**config.mk**
```make
export PLATFORM = sky130hd
export DESIGN_NAME = length_prefix_deframer
export DESIGN_NICKNAME = d
export VERILOG_FILES = /design/src/rtl/lpd_pkg.sv /design/src/rtl/length_prefix_deframer.sv
export SDC_FILE = /design/constraint.sdc
export NUM_CORES = 1
export LEC_CHECK = 0
export BUFFER_PORTS_ARGS = -buffer_cell sky130_fd_sc_hd__buf_2
export CAP_MARGIN = 10
export CORE_MARGIN = 1
export CORE_UTILIZATION = 39
export CTS_CLUSTER_DIAMETER = 120
export DETAILED_ROUTE_END_ITERATION = 16
export HOLD_SLACK_MARGIN = 0.02
export PLACE_DENSITY = 0.56
export SYNTH_ARGS = -nofsm -noshare
export SYNTH_HDL_FRONTEND = slang
export SYNTH_SLANG_ARGS = --single-unit
```
**constraint.sdc**
```tcl
create_clock -name aclk -period 6.25 [get_ports aclk]
set_input_delay 0.9375 -clock aclk [delete_from_list [all_inputs] [get_ports aclk]]
set_output_delay 0.9375 -clock aclk [all_outputs]
set_load 0.01 [all_outputs]
```
**src/rtl/lpd_pkg.sv**
```systemverilog
`timescale 1ns / 1ps

package lpd_pkg;

    localparam int HEADER_DIGITS = 10;
    localparam int LEN_W         = 34;
    localparam int DIG_W         = $clog2(HEADER_DIGITS + 1);
    localparam int ACC_W         = LEN_W + 4;

    localparam logic [LEN_W-1:0] LEN_MAX   = {LEN_W{1'b1}};
    localparam logic [7:0]       CHAR_ZERO = 8'h30;
    localparam logic [7:0]       CHAR_NINE = 8'h39;

    localparam int TUSER_EMPTY = 0;
    localparam int TUSER_BAD   = 1;

endpackage

```
**src/rtl/length_prefix_deframer.sv**
```systemverilog
`timescale 1ns / 1ps

// Splits a byte stream into strings, each preceded by a fixed-width ASCII
// decimal length header (HEADER_DIGITS characters, most significant first).
// Header bytes produce no output transaction, except the byte that completes a
// zero-length header, which produces an empty-string marker (tuser empty bit
// and tlast set, data zero). Payload bytes pass through with tlast on the final
// byte of each string. A non-digit header byte produces an error marker (tuser
// bad bit set, data zero) and the header starts over. The block takes one byte
// per clock while m_tready is held high: a byte is held in the input register,
// the header/countdown logic (one multiply-by-ten add and one decrement on the
// 34-bit length) runs between that register and the output register.
module length_prefix_deframer
    import lpd_pkg::*;
(
    input  logic       aclk,
    input  logic       aresetn,
    input  logic       s_tvalid,
    output logic       s_tready,
    input  logic [7:0] s_tdata,   // [7:0] in_byte
    output logic       m_tvalid,
    input  logic       m_tready,
    output logic [7:0] m_tdata,   // [7:0] out_byte
    output logic       m_tlast,
    output logic [1:0] m_tuser    // [0] is_empty, [1] bad_digit
);

    logic             in_valid_reg, in_valid_next;
    logic [7:0]       in_byte_reg;

    logic             out_valid_reg, out_valid_next;
    logic [7:0]       out_byte_reg, out_byte_next;
    logic             out_last_reg, out_last_next;
    logic [1:0]       out_user_reg, out_user_next;

    logic             in_payload_reg, in_payload_next;
    logic [DIG_W-1:0] digits_seen_reg, digits_seen_next;
    logic [LEN_W-1:0] length_left_reg, length_left_next;

    logic             advance;
    logic             has_result;
    logic             payload_active;
    logic [LEN_W-1:0] len_dec;
    logic             is_digit;
    logic [3:0]       digit;
    logic [ACC_W-1:0] acc;
    logic [LEN_W-1:0] len_acc;
    logic [DIG_W-1:0] dig_inc;

    assign advance  = in_valid_reg && (!out_valid_reg || m_tready);
    assign s_tready = !in_valid_reg || advance;

    assign payload_active = in_payload_reg && (length_left_reg != '0);
    assign len_dec        = length_left_reg - LEN_W'(1);
    assign is_digit       = (in_byte_reg >= CHAR_ZERO) && (in_byte_reg <= CHAR_NINE);
    assign digit          = 4'(in_byte_reg - CHAR_ZERO);
    assign acc            = {1'b0, length_left_reg, 3'b000}
                          + {3'b000, length_left_reg, 1'b0}
                          + {{LEN_W{1'b0}}, digit};
    assign len_acc        = (acc[ACC_W-1:LEN_W] != '0) ? LEN_MAX : acc[LEN_W-1:0];
    assign dig_inc        = digits_seen_reg + DIG_W'(1);

    always_comb begin
        in_payload_next  = in_payload_reg;
        digits_seen_next = digits_seen_reg;
        length_left_next = length_left_reg;
        has_result       = 1'b0;
        out_byte_next    = 8'h00;
        out_last_next    = 1'b0;
        out_user_next    = 2'b00;
        if (payload_active) begin
            length_left_next = len_dec;
            in_payload_next  = (len_dec != '0);
            has_result       = 1'b1;
            out_byte_next    = in_byte_reg;
            out_last_next    = (len_dec == '0);
        end else if (!is_digit) begin
            in_payload_next              = 1'b0;
            digits_seen_next             = '0;
            length_left_next             = '0;
            has_result                   = 1'b1;
            out_user_next[TUSER_BAD]     = 1'b1;
        end else begin
            in_payload_next  = 1'b0;
            length_left_next = len_acc;
            digits_seen_next = dig_inc;
            if (dig_inc >= DIG_W'(HEADER_DIGITS)) begin
                digits_seen_next = '0;
                if (len_acc == '0) begin
                    has_result                 = 1'b1;
                    out_last_next              = 1'b1;
                    out_user_next[TUSER_EMPTY] = 1'b1;
                end else begin
                    in_payload_next = 1'b1;
                end
            end
        end
    end

    always_comb begin
        if (s_tvalid && s_tready) begin
            in_valid_next = 1'b1;
        end else if (advance) begin
            in_valid_next = 1'b0;
        end else begin
            in_valid_next = in_valid_reg;
        end
        if (advance) begin
            out_valid_next = has_result;
        end else begin
            out_valid_next = out_valid_reg && !m_tready;
        end
    end

    always_ff @(posedge aclk) begin
        if (!aresetn) begin
            in_valid_reg    <= 1'b0;
            out_valid_reg   <= 1'b0;
            in_payload_reg  <= 1'b0;
            digits_seen_reg <= '0;
            length_left_reg <= '0;
        end else begin
            in_valid_reg  <= in_valid_next;
            out_valid_reg <= out_valid_next;
            if (advance) begin
                in_payload_reg  <= in_payload_next;
                digits_seen_reg <= digits_seen_next;
                length_left_reg <= length_left_next;
            end
        end
    end

    always_ff @(posedge aclk) begin
        if (s_tvalid && s_tready) begin
            in_byte_reg <= s_tdata;
        end
        if (advance && has_result) begin
            out_byte_reg <= out_byte_next;
            out_last_reg <= out_last_next;
            out_user_reg <= out_user_next;
        end
    end

    assign m_tvalid = out_valid_reg;
    assign m_tdata  = out_byte_reg;
    assign m_tlast  = out_last_reg;
    assign m_tuser  = out_user_reg;

    a_payload_has_length: assert property (@(posedge aclk) disable iff (!aresetn)
        in_payload_reg |-> (length_left_reg != '0))
        else $error("payload phase with nothing due");

    a_digit_count_range: assert property (@(posedge aclk) disable iff (!aresetn)
        digits_seen_reg < DIG_W'(HEADER_DIGITS))
        else $error("digit counter out of range");

    a_empty_marker: assert property (@(posedge aclk) disable iff (!aresetn)
        (m_tvalid && m_tuser[TUSER_EMPTY]) |-> (m_tlast && m_tdata == 8'h00
            && !m_tuser[TUSER_BAD]))
        else $error("malformed empty marker");

    a_bad_marker: assert property (@(posedge aclk) disable iff (!aresetn)
        (m_tvalid && m_tuser[TUSER_BAD]) |-> (!m_tlast && m_tdata == 8'h00))
        else $error("malformed error marker");

    a_payload_flow: assert property (@(posedge aclk) disable iff (!aresetn)
        (advance && payload_active) |=> m_tvalid)
        else $error("payload byte dropped");

endmodule
```
==> flow_summary.ini, run 1 <==
[cells_and_area]
fill_cells = 1640
diodes = 0
nNetsFinal = 904
largest_register_ffs = 34
final_layout_size_suffix_gt1_share_pct = 8.87
syn_to_final_growth_pct = 7.70

[global_routing]
grt_pass1_wl_mm = 33.0
grt_pass1_vias = 6107
grt_overflow = 0
antenna_found_initial = 0
grt_usage_pct = 25.4
grt_max_degree = 34

[floorplan]
rows = 46
coreArea_um2 = 16100
ios = 25
initial_core_util_pct = 40.3
dieArea_um2 = 17100
die-height_um = 131
chipWidth_um = 131

[timing]
max_freq_ghz = 0.199
skew_ns = 0.0110
tns_ns = 0
setup_viol = 0
worst_hold_slack_ns = 0.533
max-slew-margin-rel_pct = 47.3
maxSlewViolCount = 0
rsz0062_at_grt = no
post-route-min-period_ns = 5.01
hold_viol = 0
fin_crit_sh_pct = 80.2
worstMarginPinSlew_ns = 0.784

[synthesis]
synth_common_cells = a21oi_1, ha_1, nand2_1
ys_top_cells_by_area = ha_1, dfxtp_1, edfxtp_1
postSynthAreaPerCell_um2 = 7.87
netlist.area_leader.share_pct = 13.7
synthFlopType = dfxtp_1
synth_nets = 907
ys_seq_area_share_pct = 21.5
synth_edf_count = 19
yosysMostFrequentCell = a21oi_1
synth_top_area_cell = ha_1
syn_area_um2 = 6470
ys_seq_elements = 60
synth_warnings = 0
synthArstFlopShare_pct = 0
syn_inst = 822
synth.distinct_cells = 74

[setup_path]
crit_path_end_kind = flip-flop
critical_path_class = flip-flop to flip-flop
worstPathRequired_ns = 6.29
path_max_fanout = 18
crit_arrival_ns = 5.05
crit_path_start_kind = flip-flop

[power]
p_sw_w = 0.000323
irDropWorstVdd_v = 0.000131
switching_share_pct = 28.2
power.internal_w = 0.000823
p_leak_nw = 2.81
seqPwrFrac_pct = 37.2
p_comb_share_pct = 17.1
clkPwrFrac_pct = 45.7
powerDensity_nw_per_um2 = 165

[drt]
wire_per_inst_um = 20.3
first_pass_iters = 5
drc_errors = 0
vias = 6475
finalWirelength_mm = 21.1
avgViaCountPerCell = 6.23
ant_nets = 0
drt_first_iter_violations = 510

[clock_network]
cts_buffers = 9
cts_tree = yes
cts_resized = 0
cts_setup_buffers = 0
postCtsHoldBufs = 0
root_buffer = clkbuf_16
clkSinkCount = 60
worstSkewPairLatency_ns = 0.34
path_clk_slew_ns = 0.05
clockBufferDepth = 2
cts_max_level = 3

[run_status]
status = complete, no violations

[worst_hold_path]
min_path_type = flip-flop to flip-flop

[flow_run]
drv_cap = 0

[placement]
gp_congestion = 0.923
dpl.hpwl_mm = 16.1
numPortBuffers = 24
cell families after synthesis:
logic type	Yosys count	share of synthesized area, %
AOI/OAI and AO/OA	290	29.0
DFF	60	21.5
buffers and inverters	62	4.78
and+or+nand+nor	301	25.4
xor gates and xnor gates	32	4.33
muxes	4	0.619
adders and majority gates	73	14.4
routing by layer:
metal	vias to the layer above	share of wire, %	global-route usage (%)
li1	3127	-	-
met5	-	0	0
met1	3071	46	35.2
met3	55	6.5	3.79
met4	0	3.5	10.1
met2	222	44	39.3
area by class of cell:
class	count	area [um2]	area share [%]
multi-input cells	700	4770	68.5
flip-flops and latches	60	1390	20.0
well taps	216	270	3.88
clock buffers	9	225	3.23
repair buffers	29	158	2.26
clock inverters	6	80.1	1.15
inverters	19	71.3	1.02
stage by stage:
| step | setup WS [ns] | instance area [um2] | power [W] | util, % | instances |
|---|---|---|---|---|---|
| 2_1_floorplan | 1.71 | 6470 | 0.000574 | - | 822 |
| 3_3_place_gp | 1.37 | 6660 | 0.000622 | 41.5 | 1024 |
| 3_5_place_dp | 1.34 | 6660 | 0.000625 | 41.5 | 1024 |
| 4_1_cts | 1.32 | 6960 | 0.00115 | 43.4 | 1039 |
| 5_1_grt | 0.879 | 6960 | 0.00118 | 43.4 | 1039 |
| 6_report | 1.24 | 6960 | 0.00115 | 43.4 | 1039 |
cell usage in the layout (no fill, tap or decap), types with 20 or more instances in the layout:
cell type and n:
nand2_1 60, ha_1 71, a21o_1 20, dfxtp_1 41
o21ai_0 58, nand4_1 21, o21a_1 21, a21oi_1 96
nor2_1 52, buf_2 24, nor3_1 39
critical path, cell delays in order, from the launching register on:
cell and delay (ns):
dfxtp_1 0.52, ha_1 0.31, ha_1 0.51, nand4_1 0.38, nor4_1 0.57, o2111ai_1 0.31
a21o_1 0.27, a221oi_1 0.31, o2bb2ai_1 0.22, and2_1 0.62, nand4_1 0.28, a21oi_1 0.20
buf_4 0.21
power by group through the flow:
stage | logic [W] | clock network [W] | registers [W]
floorplan | 0.000142 | 0 | 0.000432
global placement | 0.000188 | 0 | 0.000435
detailed placement | 0.000190 | 0 | 0.000435
CTS | 0.000192 | 0.000529 | 0.000426
global route | 0.000215 | 0.000541 | 0.000428
finish | 0.000196 | 0.000523 | 0.000427
path summary, 6_finish.rpt:
check | start | to | slack (ns) | depth (start not counted)
setup / recovery | length_left_reg[25] | m_tdata[5] | 1.24 | 12
hold / removal | digits_seen_reg[3] | digits_seen_reg[3] | 0.53 | 2
setup reg to reg | length_left_reg[25] | m_tdata[5] | 1.24 | 12
hold reg to reg | digits_seen_reg[3] | digits_seen_reg[3] | 0.53 | 2
Power figures use the tool's default switching activity.
==> run 2, diff against run 1 <==
==> constraint.sdc (replaced) <==
create_clock -name aclk -period 5 [get_ports aclk]
set_input_delay 0.75 -clock aclk [delete_from_list [all_inputs] [get_ports aclk]]
set_output_delay 0.75 -clock aclk [all_outputs]
set_load 0.01 [all_outputs]
==> run 2 against run 1 <==
Against the previous run: non-clock buffer count increased by 15; largest power group unchanged; register-to-register slack got worse by 1.1 ns; wire length up 1.5%; sequential cell count stayed put; highest routed layer is now met5; clock skew down 0.0035 ns; combinational power rose by 26%; largest cell class unchanged; utilization is 0.95 points higher.
==> flow_summary.ini, run 2 (same netlist as run 1, synthesis figures left out) <==
[clock_network]
cts_resized = 0
cts_buffers = 9
cts_max_level = 3
clkSinkCount = 60
cts_tree = yes
cts_setup_buffers = 0
path_clk_slew_ns = 0.05
root_buffer = clkbuf_16
worstSkewPairLatency_ns = 0.33
clockBufferDepth = 2
postCtsHoldBufs = 0

[floorplan]
die-height_um = 131
initial_core_util_pct = 40.3
rows = 46
chipWidth_um = 131
ios = 25
coreArea_um2 = 16100
dieArea_um2 = 17100

[worst_hold_path]
min_path_type = flip-flop to flip-flop

[power]
irDropWorstVdd_v = 0.000172
p_leak_nw = 2.90
p_comb_share_pct = 16.5
power.internal_w = 0.00109
clkPwrFrac_pct = 47.8
p_total_w = 0.00149
seqPwrFrac_pct = 35.7
switching_share_pct = 27.1
powerDensity_nw_per_um2 = 210
p_sw_w = 0.000404

[setup_path]
cp_slowest_cell = or4_1
critical_path_class = flip-flop to flip-flop
path_max_fanout = 11
worstPathRequired_ns = 5.03
cpPeakStageDelay_ns = 0.58
crit_path_end_kind = flip-flop
crit_path_start_kind = flip-flop
crit_arrival_ns = 4.84
cp_cell_sequence = ha_1 -> ha_1 -> nand3_1 -> or4_1 -> or4_1 -> a31oi_1 -> a211oi_1 -> xnor2_1 -> nor3_1 -> nand4_1 -> a21oi_1 -> buf_4

[global_routing]
grt_overflow = 0
antenna_found_initial = 0
grt_pass1_vias = 6123
grt_pass1_wl_mm = 33.5
grt_max_degree = 27
grt_usage_pct = 25.7

[timing]
hold_viol = 0
fin_crit_sh_pct = 96.3
rsz0062_at_grt = no
worstMarginPinSlew_ns = 1.04
max_freq_ghz = 0.208
worst_hold_slack_ns = 0.513
maxSlewViolCount = 0
tns_ns = 0
post-route-min-period_ns = 4.81
skew_ns = 0.00754
setup_viol = 0
max-slew-margin-rel_pct = 30.1

[flow_run]
drv_cap = 0

[cells_and_area]
stdcell_count = 1055
syn_to_final_growth_pct = 10.1
nNetsFinal = 919
final_layout_size_suffix_gt1_share_pct = 10.8
largest_register_ffs = 34
layout_common_cells = a21oi_1, ha_1, nand2_1
utilization_pct = 44.3
final_common_cell = a21oi_1
diodes = 0
fill_cells = 1613

[run_status]
status = complete, no violations

[drt]
first_pass_iters = 5
vias = 6620
avgViaCountPerCell = 6.27
ant_nets = 0
finalWirelength_mm = 21.4
drc_errors = 0
wire_per_inst_um = 20.3
drt_first_iter_violations = 653

[placement]
gp_congestion = 0.949
placed_cells = 1039
numPortBuffers = 24
dpl.hpwl_mm = 16.5
-- run 2: cell count changes in the layout (fill, tap and decap cells not counted) --
cell	before	now
clkinv_4	0	1
clkinv_1	3	2
nor3_2	0	1
bufinv_16	2	3
buf_4	5	20
nor3_1	39	38
-- run 2: critical path, delay by kind of cell (launching register included) --
family,cells,cell delay (ns)
AO/OA/AOI/OAI,3,0.66
flip-flops,1,0.50
adder cells (fa/ha/maj),2,0.81
XOR/XNOR,1,0.19
buffers and inverters,1,0.21
AND/OR/NAND/NOR,5,2.13
-- run 2: final cells by class --
class                   instances  area [um2]  share of cell area [%]
clock buffers                   9         225                    3.16
repair buffers                 44         270                    3.80
inverters                      19        71.3                    1.00
clock inverters                 7         115                    1.62
flip-flops and latches         60        1390                    19.5
well taps                     216         270                    3.80
multi-input cells             700        4770                    67.1
-- run 2: per-layer routing --
| metal | global-route usage [%] | part of all wire, % |
|---|---|---|
| met4 | 6.83 | 2.0 |
| met5 | 3.53 | 0.37 |
| met2 | 40.5 | 45 |
| met1 | 36.1 | 47 |
| met3 | 3.83 | 5.8 |
-- run 2: final timing paths --
| path | start | to | slack (ns) | depth (start not counted) |
|---|---|---|---|---|
| setup / recovery | length_left_reg[25] | m_tdata[0] | 0.19 | 12 |
| hold / removal | digits_seen_reg[3] | digits_seen_reg[3] | 0.51 | 2 |
| setup reg to reg | length_left_reg[25] | m_tdata[0] | 0.19 | 12 |
| hold reg to reg | digits_seen_reg[3] | digits_seen_reg[3] | 0.51 | 2 |
-- run 2: per-stage QoR --
stage	setup WS [ns]	area (um2)
2_1_floorplan	0.456	6470
3_3_place_gp	0.292	6770
3_5_place_dp	0.274	6770
4_1_cts	0.259	7110
5_1_grt	0.0973	7120
6_report	0.186	7120
-- run 2: power by group through the flow --
| stage | Sequential (W) | Combinational [W] | Clock [W] |
|---|---|---|---|
| final | 0.000533 | 0.000246 | 0.000712 |
| after global placement | 0.000543 | 0.000237 | 0 |
| after floorplan | 0.000540 | 0.000177 | 0 |
| after CTS | 0.000533 | 0.000241 | 0.000720 |
| after detailed placement | 0.000543 | 0.000239 | 0 |
| after global routing | 0.000534 | 0.000270 | 0.000738 |
